## src/hw/rtl/tosc_pkg.sv

```systemverilog
// Package for the tone oscillator with ADSR envelope.
// Holds widths, segment and register codes, the divider result type and the sine table.
// No dependencies.
package tosc_pkg;

  localparam int SAMPLE_W   = 16;
  localparam int PHASE_W    = 24;
  localparam int LEN_W      = 24;
  localparam int LEVEL_W    = 32;
  localparam int CFG_W      = 24;
  localparam int MAG_W      = SAMPLE_W - 1;
  localparam int SINE_DEPTH = 256;
  localparam int SINE_IDX_W = $clog2(SINE_DEPTH);
  localparam int QBITS      = PHASE_W - 2;
  localparam logic [MAG_W-1:0] AMP = {MAG_W{1'b1}};

  typedef enum logic [2:0] {
    SEG_IDLE    = 3'd0,
    SEG_ATTACK  = 3'd1,
    SEG_DECAY   = 3'd2,
    SEG_SUSTAIN = 3'd3,
    SEG_RELEASE = 3'd4,
    SEG_MUTE    = 3'd5
  } seg_t;

  typedef enum logic [2:0] {
    REG_WAVE_TYPE     = 3'd0,
    REG_PHASE_STEP    = 3'd1,
    REG_PULSE_WIDTH   = 3'd2,
    REG_PEAK_LEVEL    = 3'd3,
    REG_SUSTAIN_LEVEL = 3'd4,
    REG_ATTACK_LEN    = 3'd5,
    REG_DECAY_LEN     = 3'd6,
    REG_RELEASE_LEN   = 3'd7
  } reg_idx_t;

  typedef enum logic [1:0] {
    WAVE_SINE     = 2'd0,
    WAVE_TRIANGLE = 2'd1,
    WAVE_SAWTOOTH = 2'd2,
    WAVE_PULSE    = 2'd3
  } wave_t;

  typedef struct packed {
    logic               done;
    logic [LEVEL_W-1:0] quot;
  } div_res_t;

  typedef logic [MAG_W-1:0] sine_tab_t [SINE_DEPTH];

  localparam logic [63:0] COEF_Q30 [5] = '{
    64'd1686629713, 64'd693598669, 64'd85569305, 64'd5026996, 64'd172272
  };

  // Quarter sine, entry i is AMP*sin(pi/2*(i+0.5)/depth) from an odd polynomial in Q30.
  function automatic sine_tab_t build_sine();
    sine_tab_t   tab;
    logic [63:0] u;
    logic [63:0] u2;
    logic [63:0] p;
    logic [63:0] s;
    logic [63:0] t;
    logic [63:0] v;
    for (int i = 0; i < SINE_DEPTH; i++) begin
      u  = (64'(2 * i + 1) << 29) >> SINE_IDX_W;
      u2 = (u * u) >> 30;
      p  = u;
      s  = '0;
      for (int k = 0; k < 5; k++) begin
        t = (COEF_Q30[k] * p) >> 30;
        s = (k % 2 == 1) ? s - t : s + t;
        p = (p * u2) >> 30;
      end
      v = (s * 64'(AMP) + (64'd1 << 29)) >> 30;
      tab[i] = (v > 64'(AMP)) ? AMP : v[MAG_W-1:0];
    end
    return tab;
  endfunction

  localparam sine_tab_t SINE_TAB = build_sine();

endpackage

```

## src/hw/rtl/tosc_div.sv

```systemverilog
// Bit-serial restoring divider for the envelope slopes, one quotient bit per cycle.
// Depends on tosc_pkg.
module tosc_div (
  input  logic                        clk,
  input  logic                        rst_n,
  input  logic                        start,
  input  logic [tosc_pkg::LEVEL_W-1:0] dividend,
  input  logic [tosc_pkg::LEN_W-1:0]   divisor,
  output tosc_pkg::div_res_t           res
);
  import tosc_pkg::*;

  localparam int CNT_W = $clog2(LEVEL_W);

  logic               busy_r;
  logic               done_r;
  logic [CNT_W-1:0]   cnt_r;
  logic [LEN_W-1:0]   rem_r;
  logic [LEN_W-1:0]   dvs_r;
  logic [LEVEL_W-1:0] q_r;
  logic [LEN_W:0]     trial;
  logic               ge;

  assign trial = {rem_r, q_r[LEVEL_W-1]};
  assign ge    = trial >= {1'b0, dvs_r};

  always_ff @(posedge clk) begin
    if (!rst_n) begin
      busy_r <= 1'b0;
      done_r <= 1'b0;
      cnt_r  <= '0;
    end else begin
      done_r <= 1'b0;
      if (start) begin
        busy_r <= 1'b1;
        cnt_r  <= '0;
      end else if (busy_r) begin
        cnt_r <= cnt_r + 1'b1;
        if (cnt_r == CNT_W'(LEVEL_W - 1)) begin
          busy_r <= 1'b0;
          done_r <= 1'b1;
        end
      end
    end
  end

  always_ff @(posedge clk) begin
    if (start) begin
      rem_r <= '0;
      dvs_r <= divisor;
      q_r   <= dividend;
    end else if (busy_r) begin
      rem_r <= ge ? LEN_W'(trial - {1'b0, dvs_r}) : trial[LEN_W-1:0];
      q_r   <= {q_r[LEVEL_W-2:0], ge};
    end
  end

  assign res.done = done_r;
  assign res.quot = q_r;

endmodule

```

## src/hw/rtl/tone_oscillator_with_adsr.sv

```systemverilog
// Tone oscillator with ADSR envelope, top level.
// Depends on tosc_pkg and tosc_div.
//
// Each input beat is one sample tick: in_tuser is the start flag and in_tdata the note
// length in samples, read only on a start tick. A start tick resets the phase and begins
// a note. Each input beat yields exactly one output beat: out_tdata is the enveloped
// sample, out_tlast marks the last sample of a note and out_tuser is high while a note
// sounds. Registers are written through cfg_we, cfg_addr and cfg_wdata; the user
// must write them only while idle, as the block does not enforce it. The block works on
// one beat at a time. A tick that sounds runs the serial envelope multiply. A tick that
// enters a segment with a slope also runs the bit-serial divider, and a start tick may
// need two divides.
// The finished sample sits in the output register, so a stalled receiver only holds
// the next beat at its final step; in_tready stays low until that beat is stored.
// Reset clears the control state and loads the register defaults; the sine table is
// a constant and needs no fill.
module tone_oscillator_with_adsr (
  input  logic                           clk,
  input  logic                           rst_n,
  input  logic                           in_tvalid,
  output logic                           in_tready,
  input  logic [tosc_pkg::LEN_W-1:0]     in_tdata,   // note_samples
  input  logic                           in_tuser,   // start_req
  output logic                           out_tvalid,
  input  logic                           out_tready,
  output logic [tosc_pkg::SAMPLE_W-1:0]  out_tdata,  // sample
  output logic                           out_tlast,
  output logic                           out_tuser,  // active
  input  logic                           cfg_we,
  input  logic [2:0]                     cfg_addr,
  input  logic [tosc_pkg::CFG_W-1:0]     cfg_wdata
);
  import tosc_pkg::*;

  typedef enum logic [8:0] {
    ST_IDLE = 9'b000000001,
    ST_PREP = 9'b000000010,
    ST_CLIP = 9'b000000100,
    ST_NSEG = 9'b000001000,
    ST_DIV  = 9'b000010000,
    ST_WAVE = 9'b000100000,
    ST_MUL  = 9'b001000000,
    ST_POST = 9'b010000000,
    ST_PUSH = 9'b100000000
  } state_t;

  state_t st_r, st_nxt;

  logic [1:0]         wave_r;
  logic [PHASE_W-1:0] pstep_r, pwidth_r;
  logic [15:0]        peak_r, sus_r;
  logic [LEN_W-1:0]   att_r, dec_r, rel_r;

  logic               start_r;
  logic [LEN_W-1:0]   n_r;
  logic [PHASE_W-1:0] phase_r;
  logic [LEVEL_W-1:0] level_r, step_r;
  seg_t               seg_r, nfrom_r;
  logic [LEN_W-1:0]   left_r, cl_d_r, cl_s_r, cl_r_r, t_r, a_r;
  logic               ret_wave_r, endchk_r, step_neg_r;
  logic               neg_r, act_r;
  logic [MAG_W-1:0]   mc_r;
  logic [15:0]        mp_r;
  logic [31:0]        prod_r;
  logic [3:0]         mcnt_r;
  logic [SAMPLE_W-1:0] res_r;

  logic [SAMPLE_W-1:0] out_data_r;
  logic                out_valid_r, out_last_r, out_user_r;

  logic               div_go;
  logic [LEVEL_W-1:0] div_a;
  logic [LEN_W-1:0]   div_b;
  div_res_t           div_res;

  tosc_div u_div (
    .clk      (clk),
    .rst_n    (rst_n),
    .start    (div_go),
    .dividend (div_a),
    .divisor  (div_b),
    .res      (div_res)
  );

  always_ff @(posedge clk) begin
    if (!rst_n) begin
      wave_r   <= WAVE_SINE;
      pstep_r  <= '0;
      pwidth_r <= 24'd8388608;
      peak_r   <= 16'hFFFF;
      sus_r    <= 16'h8000;
      att_r    <= '0;
      dec_r    <= '0;
      rel_r    <= '0;
    end else if (cfg_we) begin
      unique case (reg_idx_t'(cfg_addr))
        REG_WAVE_TYPE:     wave_r   <= cfg_wdata[1:0];
        REG_PHASE_STEP:    pstep_r  <= cfg_wdata[PHASE_W-1:0];
        REG_PULSE_WIDTH:   pwidth_r <= cfg_wdata[PHASE_W-1:0];
        REG_PEAK_LEVEL:    peak_r   <= cfg_wdata[15:0];
        REG_SUSTAIN_LEVEL: sus_r    <= cfg_wdata[15:0];
        REG_ATTACK_LEN:    att_r    <= cfg_wdata[LEN_W-1:0];
        REG_DECAY_LEN:     dec_r    <= cfg_wdata[LEN_W-1:0];
        REG_RELEASE_LEN:   rel_r    <= cfg_wdata[LEN_W-1:0];
        default: ;
      endcase
    end
  end

  logic               in_acc;
  logic [LEN_W-1:0]   t_c, a_c, t2_c, d_c, s_c, att_nz, dec_nz;
  logic [LEVEL_W-1:0] tgt_c;
  seg_t               nsel;
  logic [LEN_W-1:0]   nlen;
  logic [QBITS-1:0]   rq;
  logic [1:0]         q;
  logic [SINE_IDX_W-1:0] sidx;
  logic [QBITS+MAG_W-1:0]   tri_x;
  logic [PHASE_W+MAG_W-1:0] saw_p, saw_n;
  logic [PHASE_W:0]         saw_w;
  logic [MAG_W-1:0]   mag_c;
  logic               neg_c;
  logic [LEVEL_W-1:0] lvl_c, gain_c;
  logic [MAG_W+1:0]   madd;

  assign in_acc = in_tvalid && in_tready;
  assign t_c    = n_r - rel_r;
  assign a_c    = (att_r < t_c) ? att_r : t_c;
  assign t2_c   = t_r - a_r;
  assign d_c    = (dec_r < t2_c) ? dec_r : t2_c;
  assign s_c    = t2_c - d_c;
  assign att_nz = (att_r == '0) ? LEN_W'(1) : att_r;
  assign dec_nz = (dec_r == '0) ? LEN_W'(1) : dec_r;
  assign tgt_c  = {sus_r, 16'h0000};

  always_comb begin
    nsel = SEG_IDLE;
    nlen = '0;
    if (nfrom_r == SEG_ATTACK && cl_d_r != '0) begin
      nsel = SEG_DECAY;
      nlen = cl_d_r;
    end else if ((nfrom_r == SEG_ATTACK || nfrom_r == SEG_DECAY) && cl_s_r != '0) begin
      nsel = SEG_SUSTAIN;
      nlen = cl_s_r;
    end else if ((nfrom_r == SEG_ATTACK || nfrom_r == SEG_DECAY ||
                  nfrom_r == SEG_SUSTAIN) && cl_r_r != '0) begin
      nsel = SEG_RELEASE;
      nlen = cl_r_r;
    end
  end

  assign q     = phase_r[PHASE_W-1 -: 2];
  assign rq    = phase_r[QBITS-1:0];
  assign sidx  = q[0] ? ~rq[QBITS-1 -: SINE_IDX_W] : rq[QBITS-1 -: SINE_IDX_W];
  assign tri_x = {rq, {MAG_W{1'b0}}} - (QBITS+MAG_W)'(rq);
  assign saw_p = {phase_r, {MAG_W{1'b0}}} - (PHASE_W+MAG_W)'(phase_r);
  assign saw_w = {1'b1, {PHASE_W{1'b0}}} - {1'b0, phase_r};
  assign saw_n = {saw_w[PHASE_W-1:0], {MAG_W{1'b0}}} - (PHASE_W+MAG_W)'(saw_w);

  always_comb begin
    mag_c = AMP;
    neg_c = 1'b0;
    case (wave_t'(wave_r))
      WAVE_SINE: begin
        mag_c = SINE_TAB[sidx];
        neg_c = q[1];
      end
      WAVE_TRIANGLE: begin
        mag_c = q[0] ? AMP - tri_x[QBITS+MAG_W-1 -: MAG_W] : tri_x[QBITS+MAG_W-1 -: MAG_W];
        neg_c = q[1];
      end
      WAVE_SAWTOOTH: begin
        neg_c = phase_r[PHASE_W-1];
        mag_c = neg_c ? saw_n[PHASE_W+MAG_W-2 -: MAG_W] : saw_p[PHASE_W+MAG_W-2 -: MAG_W];
      end
      default: begin
        mag_c = AMP;
        neg_c = phase_r >= pwidth_r;
      end
    endcase
  end

  always_comb begin
    lvl_c  = level_r;
    gain_c = '0;
    case (seg_r)
      SEG_ATTACK: begin
        gain_c = level_r;
        lvl_c  = level_r + step_r;
      end
      SEG_DECAY: begin
        lvl_c  = level_r + step_r;
        gain_c = lvl_c;
      end
      SEG_SUSTAIN: gain_c = level_r;
      SEG_RELEASE: begin
        gain_c = level_r;
        lvl_c  = (level_r >= step_r) ? level_r - step_r : '0;
      end
      default: gain_c = '0;
    endcase
  end

  assign madd = {1'b0, prod_r[31:16]} + (mp_r[0] ? (MAG_W+2)'(mc_r) : '0);

  always_comb begin
    st_nxt = st_r;
    div_go = 1'b0;
    div_a  = '0;
    div_b  = '0;
    unique case (st_r)
      ST_IDLE: if (in_acc) st_nxt = ST_PREP;
      ST_PREP: begin
        if (!start_r) st_nxt = ST_WAVE;
        else if (n_r == '0 || rel_r >= n_r) st_nxt = ST_WAVE;
        else st_nxt = ST_CLIP;
      end
      ST_CLIP: begin
        if (a_r != '0) begin
          div_go = 1'b1;
          div_a  = {peak_r, 16'h0000};
          div_b  = att_nz;
          st_nxt = ST_DIV;
        end else begin
          st_nxt = ST_NSEG;
        end
      end
      ST_NSEG: begin
        if (nsel == SEG_DECAY) begin
          div_go = 1'b1;
          div_a  = (tgt_c >= level_r) ? tgt_c - level_r : level_r - tgt_c;
          div_b  = dec_nz;
          st_nxt = ST_DIV;
        end else if (nsel == SEG_RELEASE) begin
          div_go = 1'b1;
          div_a  = level_r;
          div_b  = nlen;
          st_nxt = ST_DIV;
        end else begin
          st_nxt = ret_wave_r ? ST_WAVE : ST_PUSH;
        end
      end
      ST_DIV:  if (div_res.done) st_nxt = ret_wave_r ? ST_WAVE : ST_PUSH;
      ST_WAVE: st_nxt = (seg_r == SEG_IDLE) ? ST_PUSH : ST_MUL;
      ST_MUL:  if (mcnt_r == 4'd15) st_nxt = ST_POST;
      ST_POST: st_nxt = (left_r == LEN_W'(1)) ? ST_NSEG : ST_PUSH;
      ST_PUSH: if (!out_valid_r || out_tready) st_nxt = ST_IDLE;
      default: st_nxt = ST_IDLE;
    endcase
  end

  always_ff @(posedge clk) begin
    if (!rst_n) begin
      st_r    <= ST_IDLE;
      phase_r <= '0;
      level_r <= '0;
      step_r  <= '0;
      seg_r   <= SEG_IDLE;
      left_r  <= '0;
      cl_d_r  <= '0;
      cl_s_r  <= '0;
      cl_r_r  <= '0;
      endchk_r <= 1'b0;
      act_r    <= 1'b0;
      out_valid_r <= 1'b0;
    end else begin
      st_r <= st_nxt;
      if (out_valid_r && out_tready && st_r != ST_PUSH) out_valid_r <= 1'b0;
      unique case (st_r)
        ST_IDLE: begin
          if (in_acc) begin
            start_r  <= in_tuser;
            n_r      <= in_tdata;
            endchk_r <= 1'b0;
            act_r    <= 1'b0;
            res_r    <= '0;
          end
        end
        ST_PREP: begin
          ret_wave_r <= 1'b1;
          nfrom_r    <= SEG_ATTACK;
          if (start_r) begin
            phase_r <= '0;
            level_r <= '0;
            step_r  <= '0;
            cl_d_r  <= '0;
            cl_s_r  <= '0;
            cl_r_r  <= '0;
            t_r     <= t_c;
            a_r     <= a_c;
            if (n_r == '0) begin
              seg_r  <= SEG_IDLE;
              left_r <= '0;
            end else if (rel_r >= n_r) begin
              seg_r  <= SEG_MUTE;
              left_r <= n_r;
            end
          end
        end
        ST_CLIP: begin
          cl_d_r <= d_c;
          cl_s_r <= s_c;
          cl_r_r <= rel_r;
          if (a_r != '0) begin
            seg_r      <= SEG_ATTACK;
            left_r     <= a_r;
            step_neg_r <= 1'b0;
          end
        end
        ST_NSEG: begin
          seg_r      <= nsel;
          left_r     <= nlen;
          step_neg_r <= (nsel == SEG_DECAY) && (tgt_c < level_r);
          if (nsel == SEG_SUSTAIN) level_r <= tgt_c;
          if (nsel == SEG_SUSTAIN || nsel == SEG_IDLE) step_r <= '0;
        end
        ST_DIV: begin
          if (div_res.done) step_r <= step_neg_r ? '0 - div_res.quot : div_res.quot;
        end
        ST_WAVE: begin
          if (seg_r != SEG_IDLE) begin
            act_r   <= 1'b1;
            level_r <= lvl_c;
            neg_r   <= neg_c;
            mc_r    <= mag_c;
            mp_r    <= gain_c[31:16];
            prod_r  <= '0;
            mcnt_r  <= '0;
          end
        end
        ST_MUL: begin
          prod_r <= {madd[MAG_W+1:0], prod_r[15:MAG_W+2-16]};
          mp_r   <= {1'b0, mp_r[15:1]};
          mcnt_r <= mcnt_r + 1'b1;
        end
        ST_POST: begin
          res_r   <= neg_r ? '0 - prod_r[31:16] : prod_r[31:16];
          left_r  <= left_r - 1'b1;
          phase_r <= phase_r + pstep_r;
          if (left_r == LEN_W'(1)) begin
            nfrom_r    <= seg_r;
            ret_wave_r <= 1'b0;
            endchk_r   <= 1'b1;
          end
        end
        ST_PUSH: begin
          if (!out_valid_r || out_tready) begin
            out_valid_r <= 1'b1;
            out_data_r  <= res_r;
            out_last_r  <= endchk_r && (seg_r == SEG_IDLE);
            out_user_r  <= act_r;
          end
        end
        default: ;
      endcase
    end
  end

  assign in_tready  = (st_r == ST_IDLE);
  assign out_tvalid = out_valid_r;
  assign out_tdata  = out_data_r;
  assign out_tlast  = out_last_r;
  assign out_tuser  = out_user_r;

  a_last_active: assert property (@(posedge clk) disable iff (!rst_n)
    out_tvalid && out_tlast |-> out_tuser)
    else $error("note end flagged on an inactive beat");

  a_idle_silent: assert property (@(posedge clk) disable iff (!rst_n)
    out_tvalid && !out_tuser |-> out_tdata == '0)
    else $error("nonzero sample while no note sounds");

  a_one_at_a_time: assert property (@(posedge clk) disable iff (!rst_n)
    in_tvalid && in_tready |=> !in_tready)
    else $error("second beat taken while one is in work");

  a_seg_has_length: assert property (@(posedge clk) disable iff (!rst_n)
    st_r == ST_WAVE && seg_r != SEG_IDLE |-> left_r != '0)
    else $error("sounding segment with no samples left");

endmodule
```

## config.mk

```make
export PLATFORM = sky130hd
export DESIGN_NAME = tone_oscillator_with_adsr
export DESIGN_NICKNAME = d
export VERILOG_FILES = /design/src/hw/rtl/tosc_pkg.sv /design/src/hw/rtl/tosc_div.sv /design/src/hw/rtl/tone_oscillator_with_adsr.sv
export SDC_FILE = /design/constraint.sdc
export NUM_CORES = 2
export LEC_CHECK = 0
export BUFFER_PORTS_ARGS = -buffer_cell sky130_fd_sc_hd__buf_2
export CAP_MARGIN = 20
export CORE_AREA = 2 2 289 291
export CTS_BUF_LIST = sky130_fd_sc_hd__clkbuf_8 sky130_fd_sc_hd__clkbuf_16
export CTS_CLUSTER_SIZE = 30
export DETAILED_ROUTE_END_ITERATION = 10
export DIE_AREA = 0 0 291 293
export PLACE_DENSITY = 0.71
export SETUP_SLACK_MARGIN = 0.1
export SKIP_CTS_REPAIR_TIMING = 1
export SYNTH_ARGS = -nofsm -noshare
export SYNTH_HDL_FRONTEND = slang
export SYNTH_SLANG_ARGS = --single-unit
```

## constraint.sdc

```tcl
create_clock -name clk -period 9.9 [get_ports clk]
set_clock_uncertainty 0.2 [all_clocks]
set_input_delay 1.98 -clock clk [delete_from_list [all_inputs] [get_ports clk]]
set_output_delay 1.98 -clock clk [all_outputs]
set_load 0.005 [all_outputs]
```

# == Yosys cells after proc, flatten, opt, wreduce, memory -nomap -nowiden ==
# Memory sizes are Yosys's and may differ from the RTL's.
# Cells that the tools add are included.
# word_totals
ff_bits,620
rom_bits,3840
inputBits,57
output_inout_bits,20
elab_cells,287
mem_count,1
# classes
add_sub_neg,20
magnitude_cmp,9
eq_ne,44
muxes,100
bitwise_logic,4
n_reduce_logical,67
# mem_list
name,words,word_bits,rd,rd_clocked_by_memory_dff,wr,line,source
(name not given),256,15,1,0,0,tone_oscillator_with_adsr.sv:165,mag_c = SINE_TAB[sidx];
# op_table
op,n
two-way mux 32 bit,14
two-way mux 24 bit,16
case mux 32 bit (2 select lines),4
case mux 24 bit (2 select lines),5
case mux 32 bit (3 select lines),2
case mux 24 bit (4 select lines),1
nonzero test 24 bit,4
subtractor 24 bit,4
subtractor 32 bit,3
two-way mux 9 bit,9
case mux 9 bit (9 select lines),1
two-way mux 15 bit,5
logical NOT 24 bit,3
greater-or-equal comparator 32 bit,2
case mux 16 bit (2 select lines),2
greater-or-equal comparator 24 bit,2
less-than comparator 24 bit,2
two-way mux 16 bit,3
case mux 15 bit (3 select lines),1
subtractor 38 x 24 -> 38 bit,1
subtractor 38 x 25 -> 38 bit,1
subtractor 37 x 22 -> 37 bit,1
adder 32 bit,1
less-than comparator 32 bit,1
other kinds (60),156

# == Logic depth before layout (Yosys ltp) ==
# depth
ltp_word,12
depth_mapped,39
depth_no_buf,37

# == Hierarchy ==
# Synthesis repeated with hierarchy kept, for this count alone.
# hier_totals
cells_unflattened,5739
area_unflattened_um2,45620.0
# by_module_without_submodules
module,instances,cells_each,area_per_inst_um2,seq_area_each_um2
tone_oscillator_with_adsr,1,5304,40762.8,11991.5
tosc_div,1,435,4857.2,2302.2

# == Least setup slack after synthesis ==
# Ideal clock, no wire load.
# synth_path
path_kind,register to register
from,reg a_r[0]
to,reg cl_s_r[22]
setup_ns,0.126
arrival_ns,7.442
required_ns,9.574
path_slack_ns,2.131
stages_incl_launch_ff,38
cell_sequence,edfxtp_1 ha_1 fa_1 nand2b_1 a21oi_1 nor3_1 o31ai_1 a21o_1 a21oi_1 o21bai_1 a21oi_1 xnor2_1 inv_1 ha_1 and4_1 and2_1 nand2_1 o31ai_1 [2 not listed] clkbuf_1 clkbuf_1 mux2i_1 ha_1 inv_1 fa_1 a211oi_1 nor2_1 o311a_1 o41ai_1 o21ai_0 a21oi_1 a41oi_1 a21oi_1 a311oi_1 a211o_1 nand4b_1 o211ai_1
# synth_between
elab_chain_len,5
# synth_rtl
item,line,source
"start, declared",tone_oscillator_with_adsr.sv:59,"logic [LEN_W-1:0] left_r, cl_d_r, cl_s_r, cl_r_r, t_r, a_r;"
"start signal, assigned",tone_oscillator_with_adsr.sv:290,a_r <= a_c;
subtractor 24 bit (*),tone_oscillator_with_adsr.sv:129,assign t2_c = t_r - a_r;
less-than comparator 24 bit,tone_oscillator_with_adsr.sv:130,assign d_c = (dec_r < t2_c) ? dec_r : t2_c;
two-way mux 24 bit,tone_oscillator_with_adsr.sv:130,
subtractor 24 bit (*),tone_oscillator_with_adsr.sv:131,assign s_c = t2_c - d_c;
case mux 24 bit (2 select lines) (*),tone_oscillator_with_adsr.sv:269,unique case (st_r)
"end signal, assigned",tone_oscillator_with_adsr.sv:261,cl_s_r <= '0;
"end signal, assigned",tone_oscillator_with_adsr.sv:287,cl_s_r <= '0;
"end signal, assigned",tone_oscillator_with_adsr.sv:302,cl_s_r <= s_c;
"end, declared",tone_oscillator_with_adsr.sv:59,
# Every way passes the cells marked *; elsewhere a longest branch is shown, timed or not.
# A chain may end at the register's enable or synchronous reset.

# == Worst setup path after layout ==
# layout_path
from,reg a_r[0]
to,reg cl_s_r[23]
# Same word-level chain as after synthesis.

==> flow_summary.yaml <==
layout:
  nNetsFinal: 6025
  fill_cells: 7520
  final_area_um2: 48500
  fin_util: 0.593
  drive_gt1_frac: 0.0696
  final_cell_count_no_fill: 6752
  synthToLayoutAreaGrowth_pct: 7.99
  largestRegisters: "level_r (32), step_r (32), u_div.q_r (32)"
grt:
  grt-ovfl-total: 0
  grt_first_pass_wirelength_mm: 243
  track_usage: 0.364
  grt_pass1_vias: 40200
  antenna_found_initial: 11
  grt_start_max_net_pins: 174
die:
  die_w_um: 291
  dieHeight_um: 293
  die-area_um2: 85300
  initial_core_util: 0.549
  core_um2: 81800
  ioPinCount: 77
  row_count: 105
placed_design:
  port-buffer-count: 76
  place_ws_ps: 1040
  placed_area_um2: 46200
  place_congestion: 1.00
  hpwl_mm: 116
  place_inst: 6620
sta:
  tightest_slew_ps: 1190
  drv_slew: 0
  slew_headroom: 0.202
  timing.final.ws_setup_ps: 863
  hold_viol_final: 0
  max_freq_mhz: 111
  period_share: 0.913
  setup_tns_ps: 0
  period_minus_slack_ps: 9040
  rsz0062_at_grt: "false"
  setup_violations: 0
detailed_routing:
  finalWirelength_mm: 160
  vias: 44200
  drt_pass1_iterations: 9
  drcViolationCount: 0
  drt_iter0_drc: 5654
  detail_route.vias_per_cell: 6.54
  wire_per_inst_um: 23.7
  antenna_left: 0
worst_setup_path:
  cp_slowest_stage_delay_ps: 870
  path_max_fanout: 31
  critPathRequiredTime_ps: 10230
  path_class: "flop to flop"
  start_kind: "flop"
  endpoint_kind: "flop"
  arrival_ps: 9370
  crit_top_cell: "a21oi_1"
  critPathSlowestCell: "o41ai_1"
power:
  power.density_nw_per_um2: 124
  p_leak_uw: 0.0192
  peakVddDrop_v: 0.000186
synth:
  yosys-top-cells-area: "dfxtp_1 (17%), edfxtp_1 (15%), ha_1 (9.4%), a21oi_1 (6.4%), nand2_1 (5.9%)"
  ys.flop_type: "dfxtp_1"
  syn_inst: 5736
  yosys.area.top_type: "dfxtp_1"
  synth_top_area_frac: 0.171
  synth_seq_cells: 604
  seq_area_frac_synth: 0.318
  synth.avg_cell_area_um2: 7.84
  yosys_warnings: 0
  syn_area_um2: 45000
  synth_edf_count: 220
  syn_nets: 6138
  synth.distinct_cells: 98
  async_flop_share: 0
clock_network:
  clkLatencyLatePin_ps: 650
  cts.sinks: 604
  clkTransAtPathRegs_ps: 60
  htree_levels: 3
  numCtsBuffers: 70
  clk_path_buf_depth: 3
  cts_tree: "built"
  clock-root-buffer: "clkbuf_16"
outcome:
  outcome: "finished clean"
run:
  maxCapViolCount: 0
worst_hold_path:
  hp-class: "flop to flop"
[metal layers]
layer	vias to the layer above	global-route usage	wire, um
met2	2339	0.537	66900
met1	21000	0.508	67800
met5	-	0.0102	135
li1	20500	-	-
met4	4	0.127	5640
met3	332	0.100	19600
[cell usage after synthesis (115+ instances only)]
cell type / count
xor2_1: 115
edfxtp_1: 220
inv_1: 320
ha_1: 336
nor3_1: 176
dfxtp_1: 384
o21ai_0: 396
nor2_1: 542
nand2_1: 704
xnor2_1: 191
a21oi_1: 571
nand3_1: 153
clkbuf_1: 299
[cell type report]
cell class,count,area (um^2),share of cell area
Antenna cell,3,7.51,0.000155
Clock buffer,77,1870,0.0385
Clock inverter,51,495,0.0102
Inverter,326,1230,0.0254
Multi-Input combinational cell,4455,28200,0.582
Sequential cell,604,14300,0.294
Tap cell,1070,1340,0.0276
Timing Repair Buffer,166,1070,0.0221
[worst paths after layout]
path	startpoint	to	slack [ps]	cells past startpoint
worst max-delay path	a_r[0]$_DFFE_PP_	cl_s_r[23]$_SDFFE_PN0P_	860	32
worst min-delay path	res_r[6]$_SDFFCE_PN0P_	out_tdata[6]$_DFFE_PP_	200	0
worst max register to register	a_r[0]$_DFFE_PP_	cl_s_r[23]$_SDFFE_PN0P_	860	32
worst min register to register	res_r[6]$_SDFFCE_PN0P_	out_tdata[6]$_DFFE_PP_	200	0
[kinds of logic after synthesis]
kind of cell | after synthesis | share of synthesized area
flip-flops | 604 | 0.318
AND/OR/NAND/NOR | 1987 | 0.202
buffers and inverters | 677 | 0.0598
adder cells (fa/ha/maj) | 346 | 0.0977
multiplexers | 87 | 0.0215
AO/OA/AOI/OAI | 1727 | 0.241
XOR/XNOR | 308 | 0.0607
[critical path, delay by kind of cell (launching register included)]
family	cells	cell delay [ps]
compound gates	19	5310
fa+ha+maj	4	1230
buf+inv	3	650
simple gates	4	470
flops	1	430
mux	1	290
xor+xnor	1	280
[power breakdown]
group / switching [uW] / internal (uW) / total, uW
clock network: 1150 / 1540 / 2690
logic: 401 / 234 / 636
registers: 57.2 / 2620 / 2680
total: 1610 / 4390 / 6000
[metrics by stage]
stage,total power (uW),hold slack (ps)
floorplan,3150,200
global placement,3330,204
detailed placement,3340,208
CTS,6000,197
global route,6170,216
finish,6000,198
[placed cells by master, fill, tap and decap left out, drive strengths merged, types with 38 or more instances in the layout]
cell    count
inv       339
a31oi      54
a21o       94
xnor2     191
nand2b     61
ha        336
buf       166
a211oi     63
nor2b      44
clkbuf     77
o21ai     401
o31ai      47
dfxtp     384
nor2      542
nand2     704
xor2      115
mux2i      57
edfxtp    220
a221oi     49
nand3     155
a21oi     571
o211ai     63
nor3      178
nor4       76
or3        38
nand4      45
a22oi      85
Note: power is estimated with default switching activity, not from simulation.
